**config.mk**
```make
export PLATFORM = sky130hd
export DESIGN_NAME = gcode_modal_state_scanner_core
export DESIGN_NICKNAME = d
export VERILOG_FILES = /design/src/design/gmss_pkg.sv /design/src/design/gcode_modal_state_scanner_core.sv /design/src/design/gmss_front.sv /design/src/design/gmss_cmd_fifo.sv /design/src/design/gmss_back.sv
export SDC_FILE = /design/constraint.sdc
export NUM_CORES = 1
export LEC_CHECK = 0
export ABC_AREA = 0
export BUFFER_PORTS_ARGS = -buffer_cell sky130_fd_sc_hd__buf_4
export CAP_MARGIN = 20
export CORE_ASPECT_RATIO = 0.5
export CORE_UTILIZATION = 58
export DETAILED_ROUTE_END_ITERATION = 6
export HOLD_SLACK_MARGIN = 0.06
export PLACE_DENSITY = 0.81
export SLEW_MARGIN = 20
export SYNTH_ARGS = -nofsm -noshare
export SYNTH_HDL_FRONTEND = slang
export SYNTH_SLANG_ARGS = --single-unit
export TNS_END_PERCENT = 5
```
**constraint.sdc**
```tcl
create_clock -name clock -period 9.75 [get_ports clock]
set_input_delay 1.95 -clock clock [delete_from_list [all_inputs] [get_ports clock]]
set_output_delay 1.95 -clock clock [all_outputs]
set_load 0.01 [all_outputs]
```
**src/design/gmss_pkg.sv**
```systemverilog
// Shared types, constants and helper functions for the G-code modal state scanner.
package gmss_pkg;

   localparam int VALUE_FRAC_DIGITS_DEFAULT = 3;
   localparam int CMD_FIFO_DEPTH_DEFAULT    = 2;

   localparam int REQ_TDATA_W = 8;
   localparam int REQ_TUSER_W = 2;
   localparam int RSP_TDATA_W = 80;
   localparam int CSR_ADDR_W  = 3;
   localparam int CSR_DATA_W  = 3;
   localparam int CODE_W      = 10;
   localparam int SCALE_W     = 20;
   localparam int PRODUCT_W   = 32 + SCALE_W;

   localparam logic [CODE_W-1:0] CODE_MAX = 10'd1023;
   localparam logic [31:0]       MAG_MAX  = 32'h7FFF_FFFF;

   // character codes
   localparam logic [7:0] CH_SEMI     = 8'h3B;
   localparam logic [7:0] CH_OPEN     = 8'h28;
   localparam logic [7:0] CH_CLOSE    = 8'h29;
   localparam logic [7:0] CH_DOT      = 8'h2E;
   localparam logic [7:0] CH_SPACE    = 8'h20;
   localparam logic [7:0] CH_PLUS     = 8'h2B;
   localparam logic [7:0] CH_MINUS    = 8'h2D;
   localparam logic [7:0] CH_ZERO     = 8'h30;
   localparam logic [7:0] CH_NINE     = 8'h39;
   localparam logic [7:0] CH_TAB      = 8'h09;
   localparam logic [7:0] CH_CR       = 8'h0D;
   localparam logic [7:0] CH_LOWER_A  = 8'h61;
   localparam logic [7:0] CH_LOWER_Z  = 8'h7A;
   localparam logic [7:0] CASE_OFFSET = 8'h20;
   localparam logic [7:0] CH_G        = 8'h47;
   localparam logic [7:0] CH_M        = 8'h4D;
   localparam logic [7:0] CH_F        = 8'h46;
   localparam logic [7:0] CH_S        = 8'h53;

   // G and M codes
   localparam logic [CODE_W-1:0] G_INCH        = 10'd20;
   localparam logic [CODE_W-1:0] G_MM          = 10'd21;
   localparam logic [CODE_W-1:0] G_ABS         = 10'd90;
   localparam logic [CODE_W-1:0] G_INC         = 10'd91;
   localparam logic [CODE_W-1:0] G_WCS_FIRST   = 10'd54;
   localparam logic [CODE_W-1:0] G_WCS_LAST    = 10'd59;
   localparam logic [CODE_W-1:0] M_SPIN_FIRST  = 10'd3;
   localparam logic [CODE_W-1:0] M_SPIN_LAST   = 10'd5;
   localparam logic [CODE_W-1:0] M_COOL_FIRST  = 10'd7;
   localparam logic [CODE_W-1:0] M_COOL_LAST   = 10'd9;

   localparam logic [2:0] OFFSET_MAX = 3'd5;
   localparam logic [1:0] STATE_OFF  = 2'd2;

   // reset values of the default registers
   localparam logic       RST_UNITS    = 1'b1;
   localparam logic [2:0] RST_OFFSET   = 3'd0;
   localparam logic       RST_DISTANCE = 1'b0;
   localparam logic [1:0] RST_SPINDLE  = 2'd2;
   localparam logic [1:0] RST_COOLANT  = 2'd2;

   typedef enum logic [CSR_ADDR_W-1:0] {
      CSR_UNITS, CSR_OFFSET, CSR_DISTANCE, CSR_SPINDLE, CSR_COOLANT
   } csr_index_type;

   typedef enum logic [1:0] {
      MODE_CHAR, MODE_EOL, MODE_READ, MODE_CLEAR
   } mode_type;

   typedef enum logic [3:0] {
      PH_IDLE, PH_G_SP, PH_G_INT, PH_G_FRAC, PH_M_SP, PH_M_INT,
      PH_V_SP, PH_V_BODY, PH_V_TAIL, PH_O_SP, PH_O_NUM
   } phase_type;

   typedef enum logic [2:0] {
      LT_NONE, LT_G, LT_M, LT_F, LT_S, LT_OTHER
   } letter_type;

   typedef struct packed {
      mode_type   kind;
      logic [7:0] ch;
   } cmd_type;

   typedef struct packed {
      logic full;
      logic empty;
   } fifo_status_type;

   // acc * 10 + d, saturated to the largest positive magnitude
   function automatic logic [31:0] sat_mac(input logic [31:0] acc, input logic [3:0] d);
      logic [34:0] wide;
      wide = {acc, 3'b000} + {2'b00, acc, 1'b0} + {31'd0, d};
      sat_mac = (wide > {3'b000, MAG_MAX}) ? MAG_MAX : wide[31:0];
   endfunction

   // code * 10 + d, saturated at 1023
   function automatic logic [CODE_W-1:0] code_mac(input logic [CODE_W-1:0] acc,
                                                  input logic [3:0] d);
      logic [13:0] wide;
      wide = {1'b0, acc, 3'b000} + {3'b000, acc, 1'b0} + {10'd0, d};
      code_mac = (wide > {4'd0, CODE_MAX}) ? CODE_MAX : wide[CODE_W-1:0];
   endfunction

   function automatic logic [SCALE_W-1:0] pow10(input logic [2:0] k);
      case (k)
         3'd0:    pow10 = 20'd1;
         3'd1:    pow10 = 20'd10;
         3'd2:    pow10 = 20'd100;
         3'd3:    pow10 = 20'd1000;
         3'd4:    pow10 = 20'd10000;
         3'd5:    pow10 = 20'd100000;
         3'd6:    pow10 = 20'd1000000;
         default: pow10 = 20'd1;
      endcase
   endfunction

endpackage

```
**src/design/gcode_modal_state_scanner_core.sv**
```systemverilog
// Top level of the G-code modal state scanner.
//
// Usage:
//   req_* takes one transfer per program byte or command; req_tuser gives the
//   mode (character, end of line, read state, clear to defaults) and
//   req_tdata the character. Comments are stripped and letters folded in the
//   front end; words are scanned and the modal state kept in the back end.
//   Only a read produces a transfer on rsp_*, carrying units, work offset,
//   distance mode, spindle, coolant, feed and speed.
//   csr_* writes the default registers used by a clear; write only when idle.
// Timing:
//   One item per clock sustained while results are taken. A read's request
//   transfer writes the command queue; the result register is loaded when
//   the read leaves the queue head, and rsp_tvalid is registered with it.
//   The word scanner takes one byte per cycle while the queue is not empty;
//   value scaling at the end of an F or S word is a single multiply.
// Reset:
//   Scan and comment state cleared, default registers and modal state set to
//   G21, G54, G90, M5, M9, feed and speed zero. No clearing pass.
// Stall:
//   The result register holds while rsp_tready is low; the scanner stops at
//   the next read, the two-entry queue fills and req_tready then drops.
module gcode_modal_state_scanner_core #(
   parameter int VALUE_FRAC_DIGITS = gmss_pkg::VALUE_FRAC_DIGITS_DEFAULT,
   parameter int CMD_FIFO_DEPTH    = gmss_pkg::CMD_FIFO_DEPTH_DEFAULT
) (
   input  logic                               clock,
   input  logic                               reset,
   input  logic                               req_tvalid,
   output logic                               req_tready,
   input  logic [gmss_pkg::REQ_TDATA_W-1:0]   req_tdata,  // [7:0] char_code
   input  logic [gmss_pkg::REQ_TUSER_W-1:0]   req_tuser,  // [1:0] mode
   output logic                               rsp_tvalid,
   input  logic                               rsp_tready,
   // [0] units, [3:1] work_offset, [4] distance_mode, [6:5] spindle_state,
   // [8:7] coolant_state, [40:9] feed_milli, [72:41] speed_milli,
   // [73] feed_is_set, [74] speed_is_set, [79:75] zero
   output logic [gmss_pkg::RSP_TDATA_W-1:0]   rsp_tdata,
   input  logic                               csr_we,
   input  logic [gmss_pkg::CSR_ADDR_W-1:0]    csr_addr,
   input  logic [gmss_pkg::CSR_DATA_W-1:0]    csr_wdata
);
   import gmss_pkg::*;

   fifo_status_type fifo_status;
   cmd_type         push_cmd, head_cmd;
   logic            push, pop;

   gmss_front u_front (
      .clock       (clock),
      .reset       (reset),
      .req_tvalid  (req_tvalid),
      .req_tready  (req_tready),
      .req_tdata   (req_tdata),
      .req_tuser   (req_tuser),
      .fifo_status (fifo_status),
      .push        (push),
      .push_cmd    (push_cmd)
   );

   gmss_cmd_fifo #(
      .DEPTH (CMD_FIFO_DEPTH)
   ) u_cmd_fifo (
      .clock    (clock),
      .reset    (reset),
      .push     (push),
      .push_cmd (push_cmd),
      .pop      (pop),
      .head_cmd (head_cmd),
      .status   (fifo_status)
   );

   gmss_back #(
      .VALUE_FRAC_DIGITS (VALUE_FRAC_DIGITS)
   ) u_back (
      .clock       (clock),
      .reset       (reset),
      .csr_we      (csr_we),
      .csr_addr    (csr_addr),
      .csr_wdata   (csr_wdata),
      .fifo_status (fifo_status),
      .head_cmd    (head_cmd),
      .pop         (pop),
      .rsp_tvalid  (rsp_tvalid),
      .rsp_tready  (rsp_tready),
      .rsp_tdata   (rsp_tdata)
   );

endmodule

```
**src/design/gmss_front.sv**
```systemverilog
// Front end: input transfers, comment stripping, case folding, command issue.
module gmss_front (
   input  logic                                  clock,
   input  logic                                  reset,
   input  logic                                  req_tvalid,
   output logic                                  req_tready,
   input  logic [gmss_pkg::REQ_TDATA_W-1:0]      req_tdata,  // [7:0] char_code
   input  logic [gmss_pkg::REQ_TUSER_W-1:0]      req_tuser,  // [1:0] mode
   input  gmss_pkg::fifo_status_type             fifo_status,
   output logic                                  push,
   output gmss_pkg::cmd_type                     push_cmd
);
   import gmss_pkg::*;

   logic in_paren_ff, in_paren_in;
   logic rest_comment_ff, rest_comment_in;
   logic accept;

   assign req_tready = !fifo_status.full;
   assign accept     = req_tvalid && req_tready;

   always_comb begin
      in_paren_in     = in_paren_ff;
      rest_comment_in = rest_comment_ff;
      push            = 1'b0;
      push_cmd.kind   = mode_type'(req_tuser);
      push_cmd.ch     = req_tdata;
      if (req_tdata >= CH_LOWER_A && req_tdata <= CH_LOWER_Z) begin
         push_cmd.ch = req_tdata - CASE_OFFSET;
      end
      if (accept) begin
         case (push_cmd.kind)
            MODE_CHAR: begin
               // ';' wins even inside parentheses
               if (rest_comment_ff) begin
                  push = 1'b0;
               end else if (req_tdata == CH_SEMI) begin
                  rest_comment_in = 1'b1;
               end else if (req_tdata == CH_OPEN) begin
                  in_paren_in = 1'b1;
               end else if (req_tdata == CH_CLOSE) begin
                  in_paren_in = 1'b0;
               end else if (!in_paren_ff) begin
                  push = 1'b1;
               end
            end
            MODE_EOL, MODE_CLEAR: begin
               push            = 1'b1;
               in_paren_in     = 1'b0;
               rest_comment_in = 1'b0;
            end
            MODE_READ: begin
               push = 1'b1;
            end
            default: begin
               push = 1'b0;
            end
         endcase
      end
   end

   always_ff @(posedge clock) begin
      if (reset) begin
         in_paren_ff     <= 1'b0;
         rest_comment_ff <= 1'b0;
      end else begin
         in_paren_ff     <= in_paren_in;
         rest_comment_ff <= rest_comment_in;
      end
   end

endmodule

```
**src/design/gmss_cmd_fifo.sv**
```systemverilog
// Short command queue between the front end and the word scanner.
module gmss_cmd_fifo #(
   parameter int DEPTH = gmss_pkg::CMD_FIFO_DEPTH_DEFAULT
) (
   input  logic                       clock,
   input  logic                       reset,
   input  logic                       push,
   input  gmss_pkg::cmd_type          push_cmd,
   input  logic                       pop,
   output gmss_pkg::cmd_type          head_cmd,
   output gmss_pkg::fifo_status_type  status
);
   import gmss_pkg::*;

   localparam int PTR_W = (DEPTH > 1) ? $clog2(DEPTH) : 1;
   localparam int CNT_W = $clog2(DEPTH + 1);
   localparam logic [PTR_W-1:0] PTR_LAST = PTR_W'(DEPTH - 1);
   localparam logic [CNT_W-1:0] CNT_FULL = CNT_W'(DEPTH);

   cmd_type          mem_ff [DEPTH];
   logic [PTR_W-1:0] wr_ptr_ff, wr_ptr_in;
   logic [PTR_W-1:0] rd_ptr_ff, rd_ptr_in;
   logic [CNT_W-1:0] count_ff, count_in;
   logic             do_push, do_pop;

   assign status.full  = (count_ff == CNT_FULL);
   assign status.empty = (count_ff == '0);
   assign do_push      = push && !status.full;
   assign do_pop       = pop && !status.empty;
   assign head_cmd     = mem_ff[rd_ptr_ff];

   always_comb begin
      wr_ptr_in = wr_ptr_ff;
      rd_ptr_in = rd_ptr_ff;
      count_in  = count_ff;
      if (do_push) begin
         wr_ptr_in = (wr_ptr_ff == PTR_LAST) ? '0 : wr_ptr_ff + PTR_W'(1);
      end
      if (do_pop) begin
         rd_ptr_in = (rd_ptr_ff == PTR_LAST) ? '0 : rd_ptr_ff + PTR_W'(1);
      end
      if (do_push && !do_pop) begin
         count_in = count_ff + CNT_W'(1);
      end else if (do_pop && !do_push) begin
         count_in = count_ff - CNT_W'(1);
      end
   end

   always_ff @(posedge clock) begin
      if (reset) begin
         wr_ptr_ff <= '0;
         rd_ptr_ff <= '0;
         count_ff  <= '0;
      end else begin
         wr_ptr_ff <= wr_ptr_in;
         rd_ptr_ff <= rd_ptr_in;
         count_ff  <= count_in;
      end
   end

   always_ff @(posedge clock) begin
      if (do_push) begin
         mem_ff[wr_ptr_ff] <= push_cmd;
      end
   end

endmodule

```
**src/design/gmss_back.sv**
```systemverilog
// Back end: word scanner, modal state, default registers and result register.
module gmss_back #(
   parameter int VALUE_FRAC_DIGITS = gmss_pkg::VALUE_FRAC_DIGITS_DEFAULT
) (
   input  logic                                  clock,
   input  logic                                  reset,
   input  logic                                  csr_we,
   input  logic [gmss_pkg::CSR_ADDR_W-1:0]       csr_addr,
   input  logic [gmss_pkg::CSR_DATA_W-1:0]       csr_wdata,
   input  gmss_pkg::fifo_status_type             fifo_status,
   input  gmss_pkg::cmd_type                     head_cmd,
   output logic                                  pop,
   output logic                                  rsp_tvalid,
   input  logic                                  rsp_tready,
   // [0] units, [3:1] work_offset, [4] distance_mode, [6:5] spindle_state,
   // [8:7] coolant_state, [40:9] feed_milli, [72:41] speed_milli,
   // [73] feed_is_set, [74] speed_is_set, [79:75] zero
   output logic [gmss_pkg::RSP_TDATA_W-1:0]      rsp_tdata
);
   import gmss_pkg::*;

   localparam int FW = (VALUE_FRAC_DIGITS > 0) ? $clog2(VALUE_FRAC_DIGITS + 1) : 1;
   localparam logic [FW-1:0] FRAC_LIM = FW'(VALUE_FRAC_DIGITS);

   // default registers
   logic       dflt_units_ff;
   logic [2:0] dflt_offset_ff;
   logic       dflt_distance_ff;
   logic [1:0] dflt_spindle_ff;
   logic [1:0] dflt_coolant_ff;

   // word scan state
   phase_type        phase_ff, phase_in;
   letter_type       letter_ff, letter_in;
   logic [CODE_W-1:0] code_ff, code_in;
   logic             code_dig_ff, code_dig_in;
   logic [31:0]      val_ff, val_in;
   logic [FW-1:0]    frac_ff, frac_in;
   logic             dot_ff, dot_in;
   logic             neg_ff, neg_in;

   // modal state
   logic       units_ff, units_in;
   logic [2:0] offset_ff, offset_in;
   logic       distance_ff, distance_in;
   logic [1:0] spindle_ff, spindle_in;
   logic [1:0] coolant_ff, coolant_in;
   logic [31:0] feed_ff, feed_in;
   logic [31:0] speed_ff, speed_in;

   logic                   rsp_valid_ff, rsp_valid_in;
   logic [RSP_TDATA_W-1:0] rsp_data_ff;
   logic                   rsp_load;

   logic [7:0]  c;
   logic [3:0]  d;
   logic        is_digit, is_dot, is_num, is_sign, is_space, is_blank;
   logic [31:0] vc_val;
   logic [FW-1:0] vc_frac;
   logic        vc_dot, vc_tail;
   logic [2:0]  scale_k;
   logic [PRODUCT_W-1:0] product;
   logic [31:0] mag, signed_val;
   logic        finish, consumed;
   logic        feed_pos, speed_pos;

   assign c        = head_cmd.ch;
   assign d        = c[3:0];
   assign is_digit = (c >= CH_ZERO) && (c <= CH_NINE);
   assign is_dot   = (c == CH_DOT);
   assign is_num   = is_digit || is_dot;
   assign is_sign  = (c == CH_PLUS) || (c == CH_MINUS);
   assign is_space = (c == CH_SPACE);
   assign is_blank = is_space || ((c >= CH_TAB) && (c <= CH_CR));

   assign pop = !fifo_status.empty &&
                ((head_cmd.kind != MODE_READ) || !rsp_valid_ff || rsp_tready);

   // one digit or dot of an F or S value
   always_comb begin
      vc_val  = val_ff;
      vc_frac = frac_ff;
      vc_dot  = dot_ff;
      vc_tail = 1'b0;
      if (is_digit) begin
         if (!dot_ff) begin
            vc_val = sat_mac(val_ff, d);
         end else if (frac_ff < FRAC_LIM) begin
            vc_val  = sat_mac(val_ff, d);
            vc_frac = frac_ff + FW'(1);
         end
      end else if (dot_ff) begin
         vc_tail = 1'b1;
      end else begin
         vc_dot = 1'b1;
      end
   end

   // scale missing fraction digits in one multiply; saturation is monotone
   assign scale_k    = 3'(VALUE_FRAC_DIGITS) - 3'(frac_ff);
   assign product    = val_ff * pow10(scale_k);
   assign mag        = (product > PRODUCT_W'(MAG_MAX)) ? MAG_MAX : product[31:0];
   assign signed_val = neg_ff ? (32'd0 - mag) : mag;

   always_comb begin
      phase_in    = phase_ff;
      letter_in   = letter_ff;
      code_in     = code_ff;
      code_dig_in = code_dig_ff;
      val_in      = val_ff;
      frac_in     = frac_ff;
      dot_in      = dot_ff;
      neg_in      = neg_ff;
      units_in    = units_ff;
      offset_in   = offset_ff;
      distance_in = distance_ff;
      spindle_in  = spindle_ff;
      coolant_in  = coolant_ff;
      feed_in     = feed_ff;
      speed_in    = speed_ff;
      finish      = 1'b0;
      consumed    = 1'b0;
      rsp_load    = 1'b0;

      if (pop) begin
         case (head_cmd.kind)
            MODE_CHAR: begin
               case (phase_ff)
                  PH_G_SP, PH_G_INT: begin
                     if (is_space && phase_ff == PH_G_SP) begin
                        consumed = 1'b1;
                     end else if (is_digit) begin
                        code_in     = code_mac(code_ff, d);
                        code_dig_in = 1'b1;
                        phase_in    = PH_G_INT;
                        consumed    = 1'b1;
                     end else if (is_dot) begin
                        phase_in = PH_G_FRAC;
                        consumed = 1'b1;
                     end
                  end
                  PH_G_FRAC: begin
                     consumed = is_digit;
                  end
                  PH_M_SP, PH_M_INT: begin
                     if (is_space && phase_ff == PH_M_SP) begin
                        consumed = 1'b1;
                     end else if (is_digit) begin
                        code_in     = code_mac(code_ff, d);
                        code_dig_in = 1'b1;
                        phase_in    = PH_M_INT;
                        consumed    = 1'b1;
                     end
                  end
                  PH_V_SP: begin
                     if (is_space) begin
                        consumed = 1'b1;
                     end else if (is_sign) begin
                        neg_in   = (c == CH_MINUS);
                        phase_in = PH_V_BODY;
                        consumed = 1'b1;
                     end else if (is_num) begin
                        val_in   = vc_val;
                        frac_in  = vc_frac;
                        dot_in   = vc_dot;
                        phase_in = PH_V_BODY;
                        consumed = 1'b1;
                     end
                  end
                  PH_V_BODY: begin
                     if (is_num) begin
                        val_in   = vc_val;
                        frac_in  = vc_frac;
                        dot_in   = vc_dot;
                        phase_in = vc_tail ? PH_V_TAIL : PH_V_BODY;
                        consumed = 1'b1;
                     end
                  end
                  PH_V_TAIL, PH_O_NUM: begin
                     consumed = is_num;
                  end
                  PH_O_SP: begin
                     if (is_space) begin
                        consumed = 1'b1;
                     end else if (is_sign || is_num) begin
                        phase_in = PH_O_NUM;
                        consumed = 1'b1;
                     end
                  end
                  default: begin
                     consumed = 1'b0;
                  end
               endcase

               // byte ends the word (or none was open) and is read between words
               if (!consumed) begin
                  finish      = 1'b1;
                  phase_in    = PH_IDLE;
                  letter_in   = LT_NONE;
                  code_in     = '0;
                  code_dig_in = 1'b0;
                  val_in      = '0;
                  frac_in     = '0;
                  dot_in      = 1'b0;
                  neg_in      = 1'b0;
                  if (!is_blank) begin
                     if (c == CH_G) begin
                        letter_in = LT_G;
                        phase_in  = PH_G_SP;
                     end else if (c == CH_M) begin
                        letter_in = LT_M;
                        phase_in  = PH_M_SP;
                     end else if (c == CH_F) begin
                        letter_in = LT_F;
                        phase_in  = PH_V_SP;
                     end else if (c == CH_S) begin
                        letter_in = LT_S;
                        phase_in  = PH_V_SP;
                     end else begin
                        letter_in = LT_OTHER;
                        phase_in  = PH_O_SP;
                     end
                  end
               end
            end
            MODE_EOL, MODE_CLEAR: begin
               finish      = (head_cmd.kind == MODE_EOL);
               phase_in    = PH_IDLE;
               letter_in   = LT_NONE;
               code_in     = '0;
               code_dig_in = 1'b0;
               val_in      = '0;
               frac_in     = '0;
               dot_in      = 1'b0;
               neg_in      = 1'b0;
            end
            MODE_READ: begin
               rsp_load = 1'b1;
            end
            default: begin
               rsp_load = 1'b0;
            end
         endcase
      end

      // effect of the word just ended, from the state it left
      if (finish) begin
         case (phase_ff)
            PH_G_INT, PH_G_FRAC: begin
               if (code_dig_ff) begin
                  if (code_ff == G_INCH) begin
                     units_in = 1'b0;
                  end else if (code_ff == G_MM) begin
                     units_in = 1'b1;
                  end else if (code_ff == G_ABS) begin
                     distance_in = 1'b0;
                  end else if (code_ff == G_INC) begin
                     distance_in = 1'b1;
                  end else if (code_ff >= G_WCS_FIRST && code_ff <= G_WCS_LAST) begin
                     offset_in = 3'(code_ff - G_WCS_FIRST);
                  end
               end
            end
            PH_M_INT: begin
               if (code_ff >= M_SPIN_FIRST && code_ff <= M_SPIN_LAST) begin
                  spindle_in = 2'(code_ff - M_SPIN_FIRST);
               end else if (code_ff >= M_COOL_FIRST && code_ff <= M_COOL_LAST) begin
                  coolant_in = 2'(code_ff - M_COOL_FIRST);
               end
            end
            PH_V_BODY, PH_V_TAIL: begin
               if (letter_ff == LT_F) begin
                  feed_in = signed_val;
               end else if (letter_ff == LT_S) begin
                  speed_in = signed_val;
               end
            end
            default: begin
               finish = 1'b1;
            end
         endcase
      end

      if (pop && head_cmd.kind == MODE_CLEAR) begin
         units_in    = dflt_units_ff;
         offset_in   = (dflt_offset_ff > OFFSET_MAX) ? OFFSET_MAX : dflt_offset_ff;
         distance_in = dflt_distance_ff;
         spindle_in  = (dflt_spindle_ff > STATE_OFF) ? STATE_OFF : dflt_spindle_ff;
         coolant_in  = (dflt_coolant_ff > STATE_OFF) ? STATE_OFF : dflt_coolant_ff;
         feed_in     = '0;
         speed_in    = '0;
      end
   end

   assign feed_pos     = (feed_ff != 32'd0) && !feed_ff[31];
   assign speed_pos    = (speed_ff != 32'd0) && !speed_ff[31];
   assign rsp_valid_in = rsp_load ? 1'b1 : (rsp_tready ? 1'b0 : rsp_valid_ff);
   assign rsp_tvalid   = rsp_valid_ff;
   assign rsp_tdata    = rsp_data_ff;

   always_ff @(posedge clock) begin
      if (reset) begin
         dflt_units_ff    <= RST_UNITS;
         dflt_offset_ff   <= RST_OFFSET;
         dflt_distance_ff <= RST_DISTANCE;
         dflt_spindle_ff  <= RST_SPINDLE;
         dflt_coolant_ff  <= RST_COOLANT;
      end else if (csr_we) begin
         case (csr_addr)
            CSR_UNITS:    dflt_units_ff    <= csr_wdata[0];
            CSR_OFFSET:   dflt_offset_ff   <= csr_wdata[2:0];
            CSR_DISTANCE: dflt_distance_ff <= csr_wdata[0];
            CSR_SPINDLE:  dflt_spindle_ff  <= csr_wdata[1:0];
            CSR_COOLANT:  dflt_coolant_ff  <= csr_wdata[1:0];
            default: begin
               dflt_units_ff <= dflt_units_ff;
            end
         endcase
      end
   end

   always_ff @(posedge clock) begin
      if (reset) begin
         phase_ff     <= PH_IDLE;
         letter_ff    <= LT_NONE;
         code_ff      <= '0;
         code_dig_ff  <= 1'b0;
         val_ff       <= '0;
         frac_ff      <= '0;
         dot_ff       <= 1'b0;
         neg_ff       <= 1'b0;
         units_ff     <= RST_UNITS;
         offset_ff    <= RST_OFFSET;
         distance_ff  <= RST_DISTANCE;
         spindle_ff   <= RST_SPINDLE;
         coolant_ff   <= RST_COOLANT;
         feed_ff      <= '0;
         speed_ff     <= '0;
         rsp_valid_ff <= 1'b0;
      end else begin
         phase_ff     <= phase_in;
         letter_ff    <= letter_in;
         code_ff      <= code_in;
         code_dig_ff  <= code_dig_in;
         val_ff       <= val_in;
         frac_ff      <= frac_in;
         dot_ff       <= dot_in;
         neg_ff       <= neg_in;
         units_ff     <= units_in;
         offset_ff    <= offset_in;
         distance_ff  <= distance_in;
         spindle_ff   <= spindle_in;
         coolant_ff   <= coolant_in;
         feed_ff      <= feed_in;
         speed_ff     <= speed_in;
         rsp_valid_ff <= rsp_valid_in;
      end
   end

   always_ff @(posedge clock) begin
      if (rsp_load) begin
         rsp_data_ff <= {5'd0, speed_pos, feed_pos, speed_ff, feed_ff, coolant_ff,
                         spindle_ff, distance_ff, offset_ff, units_ff};
      end
   end

   a_read_shows: assert property (@(posedge clock) disable iff (reset)
      rsp_load |=> rsp_valid_ff)
      else $error("read popped but no result registered");

   a_modal_range: assert property (@(posedge clock) disable iff (reset)
      offset_ff <= OFFSET_MAX && spindle_ff <= STATE_OFF && coolant_ff <= STATE_OFF)
      else $error("modal state out of range");

   a_value_range: assert property (@(posedge clock) disable iff (reset)
      !val_ff[31] && frac_ff <= FRAC_LIM)
      else $error("value accumulator out of range");

   a_idle_clean: assert property (@(posedge clock) disable iff (reset)
      phase_ff == PH_IDLE |-> (code_ff == '0 && val_ff == '0 && !dot_ff && !neg_ff))
      else $error("word fields left over while idle");

   a_eol_idle: assert property (@(posedge clock) disable iff (reset)
      (pop && head_cmd.kind == MODE_EOL) |=> phase_ff == PH_IDLE)
      else $error("word still open after end of line");

endmodule

```
Yosys cells after proc, flatten, opt, wreduce, memory -nomap -nowiden

Memory sizes are Yosys's and may differ from the RTL's. A register that Yosys moved wholly into a read port is not among the register bits.
Cells that the tools add are included.
Widths: inputs -> output; s select.

Flip-flop bits (word level): 218
RAM bits: 20
Input port bits: 21
Output and inout bits: 82
Memories: 1

Memories:

| name              | words | width | rd ports | clocked after Yosys merged registers in | write ports | line                | RTL |
|---|---|---|---|---|---|---|---|
| u_cmd_fifo.mem_ff | 2     | 10    | 1        | 1                                       | 1           | gmss_cmd_fifo.sv:20 | `cmd_type mem_ff [DEPTH];` |

Add/sub/neg operators: 15
$mul: 1
Order comparisons: 19
Eq/ne operators: 70
Multiplexer cells: 155
Bitwise gates (word level): 1
Reduce and logical (&&, ||, !) cells: 77

Operators with widths:

| operator              | number |
|---|---|
| $mux 32               | 10 |
| $pmux 32 s2           | 2 |
| $pmux 20 s6           | 1 |
| $mux 4                | 18 |
| $mux 1                | 66 |
| $reduce_bool 32->1    | 2 |
| $eq 8x6->1 const B    | 7 |
| $gt 52x31->1 const B  | 1 |
| $mul 32x20->52        | 1 |
| $mux 10               | 5 |
| $mux 3                | 15 |
| $mux 2                | 20 |
| $pmux 10 s2           | 2 |
| $add 35x33->35        | 1 |
| $add 35x4->35         | 1 |
| $gt 35x31->1 const B  | 1 |
| $eq 8x7->1 const B    | 4 |
| $sub 1x32->32 const A | 1 |
| $ne 4x4->1 const B    | 7 |
| $reduce_bool 2->1     | 11 |
| $eq 10x5->1 const B   | 2 |
| $eq 10x7->1 const B   | 2 |
| $pmux 4 s5            | 1 |
| $reduce_and 5->1      | 4 |
| other kinds (62)      | 153 |

Logic depth before layout (Yosys ltp)

Gate-level depths: netlist of the first run.

Depth in word-level cells: 14
Mapped depth: 44
Gate-level depth less buffers: 39

Cells and area by module

From an unflattened synthesis of the first run, not the netlist that was laid out.

Cells, all modules: 2,834
Area, all modules: 25,041.5 um^2

Modules (own cells, without submodules):

| module        | instances | cells each | area each (um^2) | sequential area each (um^2) |
|---|---|---|---|---|
| gmss_back     | 1         | 2,739      | 23,805.3         | 4,994.8 |
| gmss_cmd_fifo | 1         | 56         | 935.9            | 700.7 |
| gmss_front    | 1         | 39         | 300.3            | 40.0 |

Least setup slack after synthesis of the first run

Ideal clock, no wire load.

Kind: flip-flop to flip-flop
Start point: register u_back.frac_ff[0]
End point: register u_back.feed_ff[30]
Setup time: 74 ps
Arrival: 10,560 ps
Required time: 9,676 ps
Setup slack: -885 ps
Cell stages (with the launch flop): 43
Path buffers: 4
Cells stage by stage: dfxtp_1 inv_1 ha_1 or2_2 clkbuf_1 clkbuf_1 and2_1 ha_1 a31o_2 fa_1 inv_1 fa_1 inv_1 fa_1 ha_1 fa_1 inv_1 fa_1 (+7 left out) nor3_1 o211a_1 or4_4 nor4_4 nand2_2 buf_6 a21oi_1 ha_1 nand3b_1 nand2b_1 nand4b_1 nor3b_1 and4_1 nand3_1 nor4b_1 mux2_2 or3_1 a31oi_1

Longest elaborated chain between the ends: 8
Elaborated cells on any way between the ends: 13

Ends and longest elaborated chain:

| what                                     | line             | RTL |
|---|---|---|
| start, declared                          | gmss_back.sv:38  | `logic [FW-1:0] frac_ff, frac_in;` |
| start signal, assigned                   | gmss_back.sv:346 | `frac_ff <= frac_in;` |
| $sub 2x2->3 (*)                          | gmss_back.sv:100 | `assign scale_k = 3'(VALUE_FRAC_DIGITS) - 3'(frac_ff);` |
| $eq 3x3->1, or another cell as far along | gmss_pkg.sv:104  | `case (k)` |
| $pmux 20 s6 (*)                          | gmss_pkg.sv:104  |  |
| $mul 32x20->52 (*)                       | gmss_back.sv:101 | `assign product = val_ff * pow10(scale_k);` |
| $gt 52x31->1                             | gmss_back.sv:102 | `assign mag = (product > PRODUCT_W'(MAG_MAX)) ? MAG_MAX : product[31:0];` |
| $mux 32 (*)                              | gmss_back.sv:102 |  |
| $sub 1x32->32                            | gmss_back.sv:103 | `assign signed_val = neg_ff ? (32'd0 - mag) : mag;` |
| $mux 32 (*)                              | gmss_back.sv:103 |  |
| end signal, assigned                     | gmss_back.sv:354 | `feed_ff <= feed_in;` |
| end, declared                            | gmss_back.sv:48  | `logic [31:0] feed_ff, feed_in;` |

Every way passes the cells marked *; elsewhere a longest branch is shown, timed or not.
A chain may end at the register's enable or synchronous reset.

Final worst setup path of the first run

Start point: register u_back.frac_ff[1]
End point: register u_back.feed_ff[30]

Same word-level chain as after synthesis.

==> flow_summary.ini, run 1 <==
[run_status]
status = complete, but fails checks
violations = negative setup slack

[critical_path]
slowest_delay_ns = 0.56
cp-start-kind = flop
r2r_end = u_back.feed_ff[30]$_SDFFE_PP0P_
crit_required_ns = 10.23
path_class = flop to flop
path_max_fanout = 7
critPathTopFamily = adder cells
end_kind = flop
arrival_ns = 10.35
path_common_cell = fa_1
ff2ff_path_depth = 37
path_buf_inv = 5
regToRegSetupSlack_ns = -0.12
slowest_stage = fa_1
timing.rr.start = u_back.frac_ff[1]$_SDFFE_PP0P_

[grt]
grt_overflow_total = 0
grt_pass1_wl_mm = 112
first_global_vias = 21449
grt_antenna_before_repair = 0
track_usage_pct = 31.0
grt_max_degree = 76

[sta]
layout_min_cycle_time_ns = 9.87
tightest_slew_ns = 1.03
fin_skew_ns = 0.0153
maxSlewViolCount = 0
rsz0062_at_grt = true
setup_slack_ns = -0.124
hold_violations = 0
finalCritPeriodShare_pct = 101
finalSetupViolCount = 4
clock.fmax_mhz = 101
slew_headroom_pct = 31.3

[logic_synthesis]
netlist_area_sq_mm = 0.0252
seq_area_frac_synth_pct = 22.7
ys_seq_elements = 239
synth_top_flop_cell = dfxtp_1
netlist_top_cells_count = inv_1 (356), ha_1 (313), nand2_1 (241), fa_1 (196), nor2_1 (190)
yosysMostFrequentCell = inv_1
synthCells = 2899
synthTopCellsByArea = fa_1 (16%), ha_1 (16%), dfxtp_1 (11%), edfxtp_1 (11%), inv_1 (5.3%)
async_flop_share_pct = 0
yosysTopAreaCell = fa_1
synth.avg_cell_area_sq_um = 8.71
synth_top_area_share_pct = 15.5
synth_edf_count = 95
synthDistinctLibCells = 90
ys_warn_count = 0

[clocking]
cts_root_buffer = clkbuf_16
cts_buffers = 23
tritoncts = done
clkSlewWorstSetupHoldPaths_ns = 0.07
clockBufferDepth = 3
cts_sinks = 239
insertion_delay_ns = 0.56
htreeDepth = 1

[drt]
via_per_inst = 6.09
antenna_left = 0
num_vias = 22483
drt_wl_total_mm = 70.1
drc = 0
first_iter_violations = 1790
wl_per_cell_microns = 19.0
drtPass1Iterations = 7

[layout]
synthToLayoutAreaGrowth_pct = 14.8
stdcell_count = 3692
final_area_sq_mm = 0.0290
drive_above_1_share_pct = 15.0
insertedDiodeCount = 0
nets = 3628
finish.utilization_pct = 68.3

[worst_hold_path]
hold_class = flop to flop
hold_path_end = u_back.rsp_tdata[0]$_DFFE_PP_
hold_start = u_back.units_ff$_SDFFE_PP1P_
min_path_cells = 0

[pwr]
ir_drop_uv = 166
powerDensity_mw_per_mm2 = 92.8
finalPower_w = 0.00269
p_leak_nw = 14.2

[floorplanning]
die_w_microns = 297
dieHeight_microns = 150
ioPinCount = 103
rows = 53
dieArea_sq_mm = 0.0444
start_util_pct = 59.5
coreArea_sq_mm = 0.0424

[place]
hpwl_mm = 55.1
dpl.cell_count = 3636
place_congestion = 0.990
port_buffers = 97
placed_area_sq_mm = 0.0278

[job]
cap_violations = 0
[sequential cells by signal, indices dropped and copies added (netlist names), 2 cells and up, named ones only]
name,cells
u_back.rsp_tdata,75
u_back.feed_ff,32
u_back.speed_ff,32
u_back.spindle_ff,2
u_back.code_ff,10
u_cmd_fifo.count_ff,2
u_back.frac_ff,2
u_back.phase_ff,4
u_back.val_ff,32
u_back.dflt_coolant_ff,2
u_back.dflt_offset_ff,3
u_back.letter_ff,3
u_back.dflt_spindle_ff,2
u_back.offset_ff,3
u_back.coolant_ff,2
u_cmd_fifo.mem_ff,20
[cells by family (layout without fill, tap and decap cells)]
kind of cell,after synthesis,count (layout),share of synthesized area [%]
simple gates,912,913,18.1
other cells,1,5,0.0149
mux,37,37,1.50
fa+ha+maj,510,510,31.1
flops,239,239,22.7
xor+xnor,70,70,2.43
compound gates,646,646,16.7
buf+inv,484,695,7.46
[area by class of cell]
cell class,instances,area (sq um)
flip-flops and latches,239,5740
multi-input cells,2181,18100
inverters,356,1340
fillers,3252,13500
repair buffers,297,2270
clock inverters,11,134
clock buffers,31,687
well taps,577,722
[metal layers]
layer / track usage [%] / part of all wire, % / wire [microns]
met1: 45.2 / 46 / 31900
met2: 48.9 / 44 / 30800
met3: 4.36 / 8.9 / 6220
met4: 6.65 / 1.7 / 1200
met5: 0 / 0 / 0
[worst max path at each step]
stage	startpoint	end	depth (start not counted)
2_1_floorplan	u_back.frac_ff[0]$_SDFFE_PP0P_	u_back.feed_ff[30]$_SDFFE_PP0P_	42
3_3_place_gp	u_back.frac_ff[1]$_SDFFE_PP0P_	u_back.feed_ff[30]$_SDFFE_PP0P_	37
3_5_place_dp	u_back.frac_ff[1]$_SDFFE_PP0P_	u_back.feed_ff[30]$_SDFFE_PP0P_	37
4_1_cts	u_back.frac_ff[0]$_SDFFE_PP0P_	u_back.feed_ff[30]$_SDFFE_PP0P_	40
5_1_grt	u_back.frac_ff[1]$_SDFFE_PP0P_	u_back.feed_ff[30]$_SDFFE_PP0P_	37
6_report	u_back.frac_ff[1]$_SDFFE_PP0P_	u_back.feed_ff[30]$_SDFFE_PP0P_	37
[power by group]
group / internal, W / total, W / switching [W] / leakage (nW)
sequential: 0.00114 / 0.00120 / 0.0000608 / 2.05
clock: 0.000555 / 0.000972 / 0.000417 / 0.409
combinational: 0.000184 / 0.000520 / 0.000335 / 11.8
total: 0.00188 / 0.00269 / 0.000813 / 14.2
[cells in the final DEF (no fill, tap or decap), types with 46 or more instances in the layout]
| master | instances |
|---|---|
| nor3_1 | 89 |
| a21o_1 | 46 |
| ha_1 | 296 |
| fa_1 | 190 |
| inv_1 | 351 |
| edfxtp_1 | 95 |
| o21ai_0 | 115 |
| and2_1 | 85 |
| a31oi_1 | 65 |
| nand2_1 | 238 |
| nand3_1 | 61 |
| nor2_1 | 187 |
| dfxtp_1 | 141 |
| buf_4 | 290 |
| a21oi_1 | 171 |
[metrics by stage]
step / TNS [ns] / worst slack, ns / hold slack [ns]
finish: -0.313 / -0.124 / 0.440
global route: -7.33 / -0.564 / 0.453
CTS: 0 / 0.00594 / 0.440
detailed placement: -1.50 / -0.287 / 0.422
global placement: -0.0487 / -0.0395 / 0.418
floorplan: -0.283 / -0.160 / 0.403
[timing repair]
item	4_1_cts	5_1_grt
pin swaps	24	9
endpoints found under the hold margin	0	0
resized for setup	35	11
cloned	1	0
buffers inserted	11	0
setup endpoints to repair	15	20
hold buffers	0	0
(Power assumes the default switching activity.)
==> inputs of run 2 (changes only) <==
Settings changed: RECOVER_POWER set to 50.
==> flow_summary.ini, run 2 (same netlist as run 1, synthesis figures left out) <==
[sta]
finalCritPeriodShare_pct = 101
clock.fmax_mhz = 101
fin_skew_ns = 0.0116
tightest_slew_ns = 4.02
finalSetupViolCount = 4
hold_violations = 0
setup_slack_ns = -0.106
maxSlewViolCount = 76
layout_min_cycle_time_ns = 9.86
rsz0062_at_grt = true
slew_headroom_pct = -168

[layout]
drive_above_1_share_pct = 12.3
nFillCells = 3359
nets = 3628
insertedDiodeCount = 0
layout_common_cells = inv_1 (351), ha_1 (296), nand2_1 (238), buf_4 (203), fa_1 (190)
synthToLayoutAreaGrowth_pct = 13.5
layout_commonest_cell = inv_1
largest_reg_flops = 75

[critical_path]
arrival_ns = 10.34
path_common_cell = fa_1
path_buf_inv = 5
critPathTopFamily = adder cells
ff2ff_path_depth = 37
cp-start-kind = flop
timing.rr.start = u_back.frac_ff[1]$_SDFFE_PP0P_
crit_required_ns = 10.23
regToRegSetupSlack_ns = -0.11
path_max_fanout = 7
path_class = flop to flop
crit_path_start = u_back.frac_ff[1]$_SDFFE_PP0P_
path_depth = 37
slowest_stage = fa_1
end_kind = flop
slowest_delay_ns = 0.56
r2r_end = u_back.feed_ff[30]$_SDFFE_PP0P_

[floorplanning]
die_w_microns = 297
start_util_pct = 59.5
coreArea_sq_mm = 0.0424
dieArea_sq_mm = 0.0444
dieHeight_microns = 150
rows = 53
ioPinCount = 103

[drt]
drc = 0
num_vias = 22386
via_per_inst = 6.06
drtPass1Iterations = 6
antenna_left = 0
drt_wl_total_mm = 70.1
first_iter_violations = 1817
wl_per_cell_microns = 19.0

[pwr]
p_leak_nw = 13.9
ir_drop_uv = 166
powerDensity_mw_per_mm2 = 93.0
finalPower_w = 0.00266

[grt]
track_usage_pct = 31.0
first_global_vias = 21449
grt_pass1_wl_mm = 112
grt_max_degree = 76
grt_overflow_total = 0
grt_antenna_before_repair = 0

[job]
cap_violations = 1

[place]
hpwl_mm = 55.1
port_buffers = 97
place_congestion = 0.990
dp_slack_ns = -0.287

[clocking]
clockBufferDepth = 3
cts_sinks = 239
tritoncts = done
clkSlewWorstSetupHoldPaths_ns = 0.07
htreeDepth = 1
insertion_delay_ns = 0.56
postCtsHoldBufs = 0
cts_buffers = 23
cts_root_buffer = clkbuf_16

[worst_hold_path]
hold_path_end = u_back.rsp_tdata[0]$_DFFE_PP_
min_path_cells = 0
hold_class = flop to flop
hold_start = u_back.units_ff$_SDFFE_PP1P_

[run_status]
violations = max-capacitance violations, max-slew violations, negative setup slack
status = complete, but fails checks
==> run 2: cell count changes in the layout (fill, tap and decap cells not counted), sizes merged <==
cell | previous run | this run
buf | 297 | 210
clkbuf | 31 | 118
clkinv | 4 | 5
inv | 360 | 359
==> run 2: per-layer routing <==
metal  global-route usage (%)  wire [microns]  vias to the layer above  share of wire (%)
li1                         -               -                    10540                  -
met4                     6.65            1240                        0                1.8
met3                     4.36            6030                      109                8.6
met2                     48.9           30600                      932                 44
met1                     45.2           32300                    10805                 46
met5                        0               0                        -                  0
==> run 2: metrics by stage <==
stage	setup TNS (ns)	instance area [sq um]	utilization [%]	instances	hold WS, ns
final	-0.281	28700	67.5	3692	0.434
after global routing	-7.33	28700	67.5	3692	0.453
after CTS	0	28900	68.1	3690	0.440
after detailed placement	-1.50	27800	65.5	3636	0.422
after global placement	-0.0487	27800	65.5	3636	0.418
after floorplan	-0.283	25500	-	2903	0.403
==> run 2: worst max path at each step <==
stage | endpoint | slack, ns
final | u_back.feed_ff[30]$_SDFFE_PP0P_ | -0.11
after global routing | u_back.feed_ff[30]$_SDFFE_PP0P_ | -0.56
after CTS | u_back.feed_ff[30]$_SDFFE_PP0P_ | 0.006
after detailed placement | u_back.feed_ff[30]$_SDFFE_PP0P_ | -0.29
after global placement | u_back.feed_ff[30]$_SDFFE_PP0P_ | -0.04
after floorplan | u_back.feed_ff[30]$_SDFFE_PP0P_ | -0.16
==> run 2: area by class of cell <==
class	count	area (sq um)	area share, %
sequential	239	5740	20.0
timing repair buffer	297	1960	6.83
multi-input combinational	2181	18100	63.1
inverter	356	1340	4.67
clock buffer	31	687	2.40
clock inverter	11	134	0.467
tap	577	722	2.52
==> run 2: power by group <==
group          internal (W)  total [W]  leakage (nW)  switching [W]
Combinational      0.000149   0.000486          11.4       0.000337
Sequential          0.00115    0.00121          2.05      0.0000600
Clock              0.000555   0.000971         0.409       0.000416
Total               0.00185    0.00266          13.9       0.000813
==> run 2: timing repair <==
action                                  in CTS  in global routing
gates cloned                                 1                  0
resized for setup                           35                 11
endpoints found under the setup margin      15                 20
buffers inserted                            11                  0
pin swaps                                   24                  9
==> run 2: worst reg2reg max path, delay by kind of cell (launching register included) <==
kind                     cells  cell delay, ns
AND/OR/NAND/NOR             14            3.51
AO/OA/AOI/OAI                7            1.32
adder cells (fa/ha/maj)     10            3.93
buffers and inverters        5            0.30
multiplexers                 1            0.38
flip-flops                   1            0.33
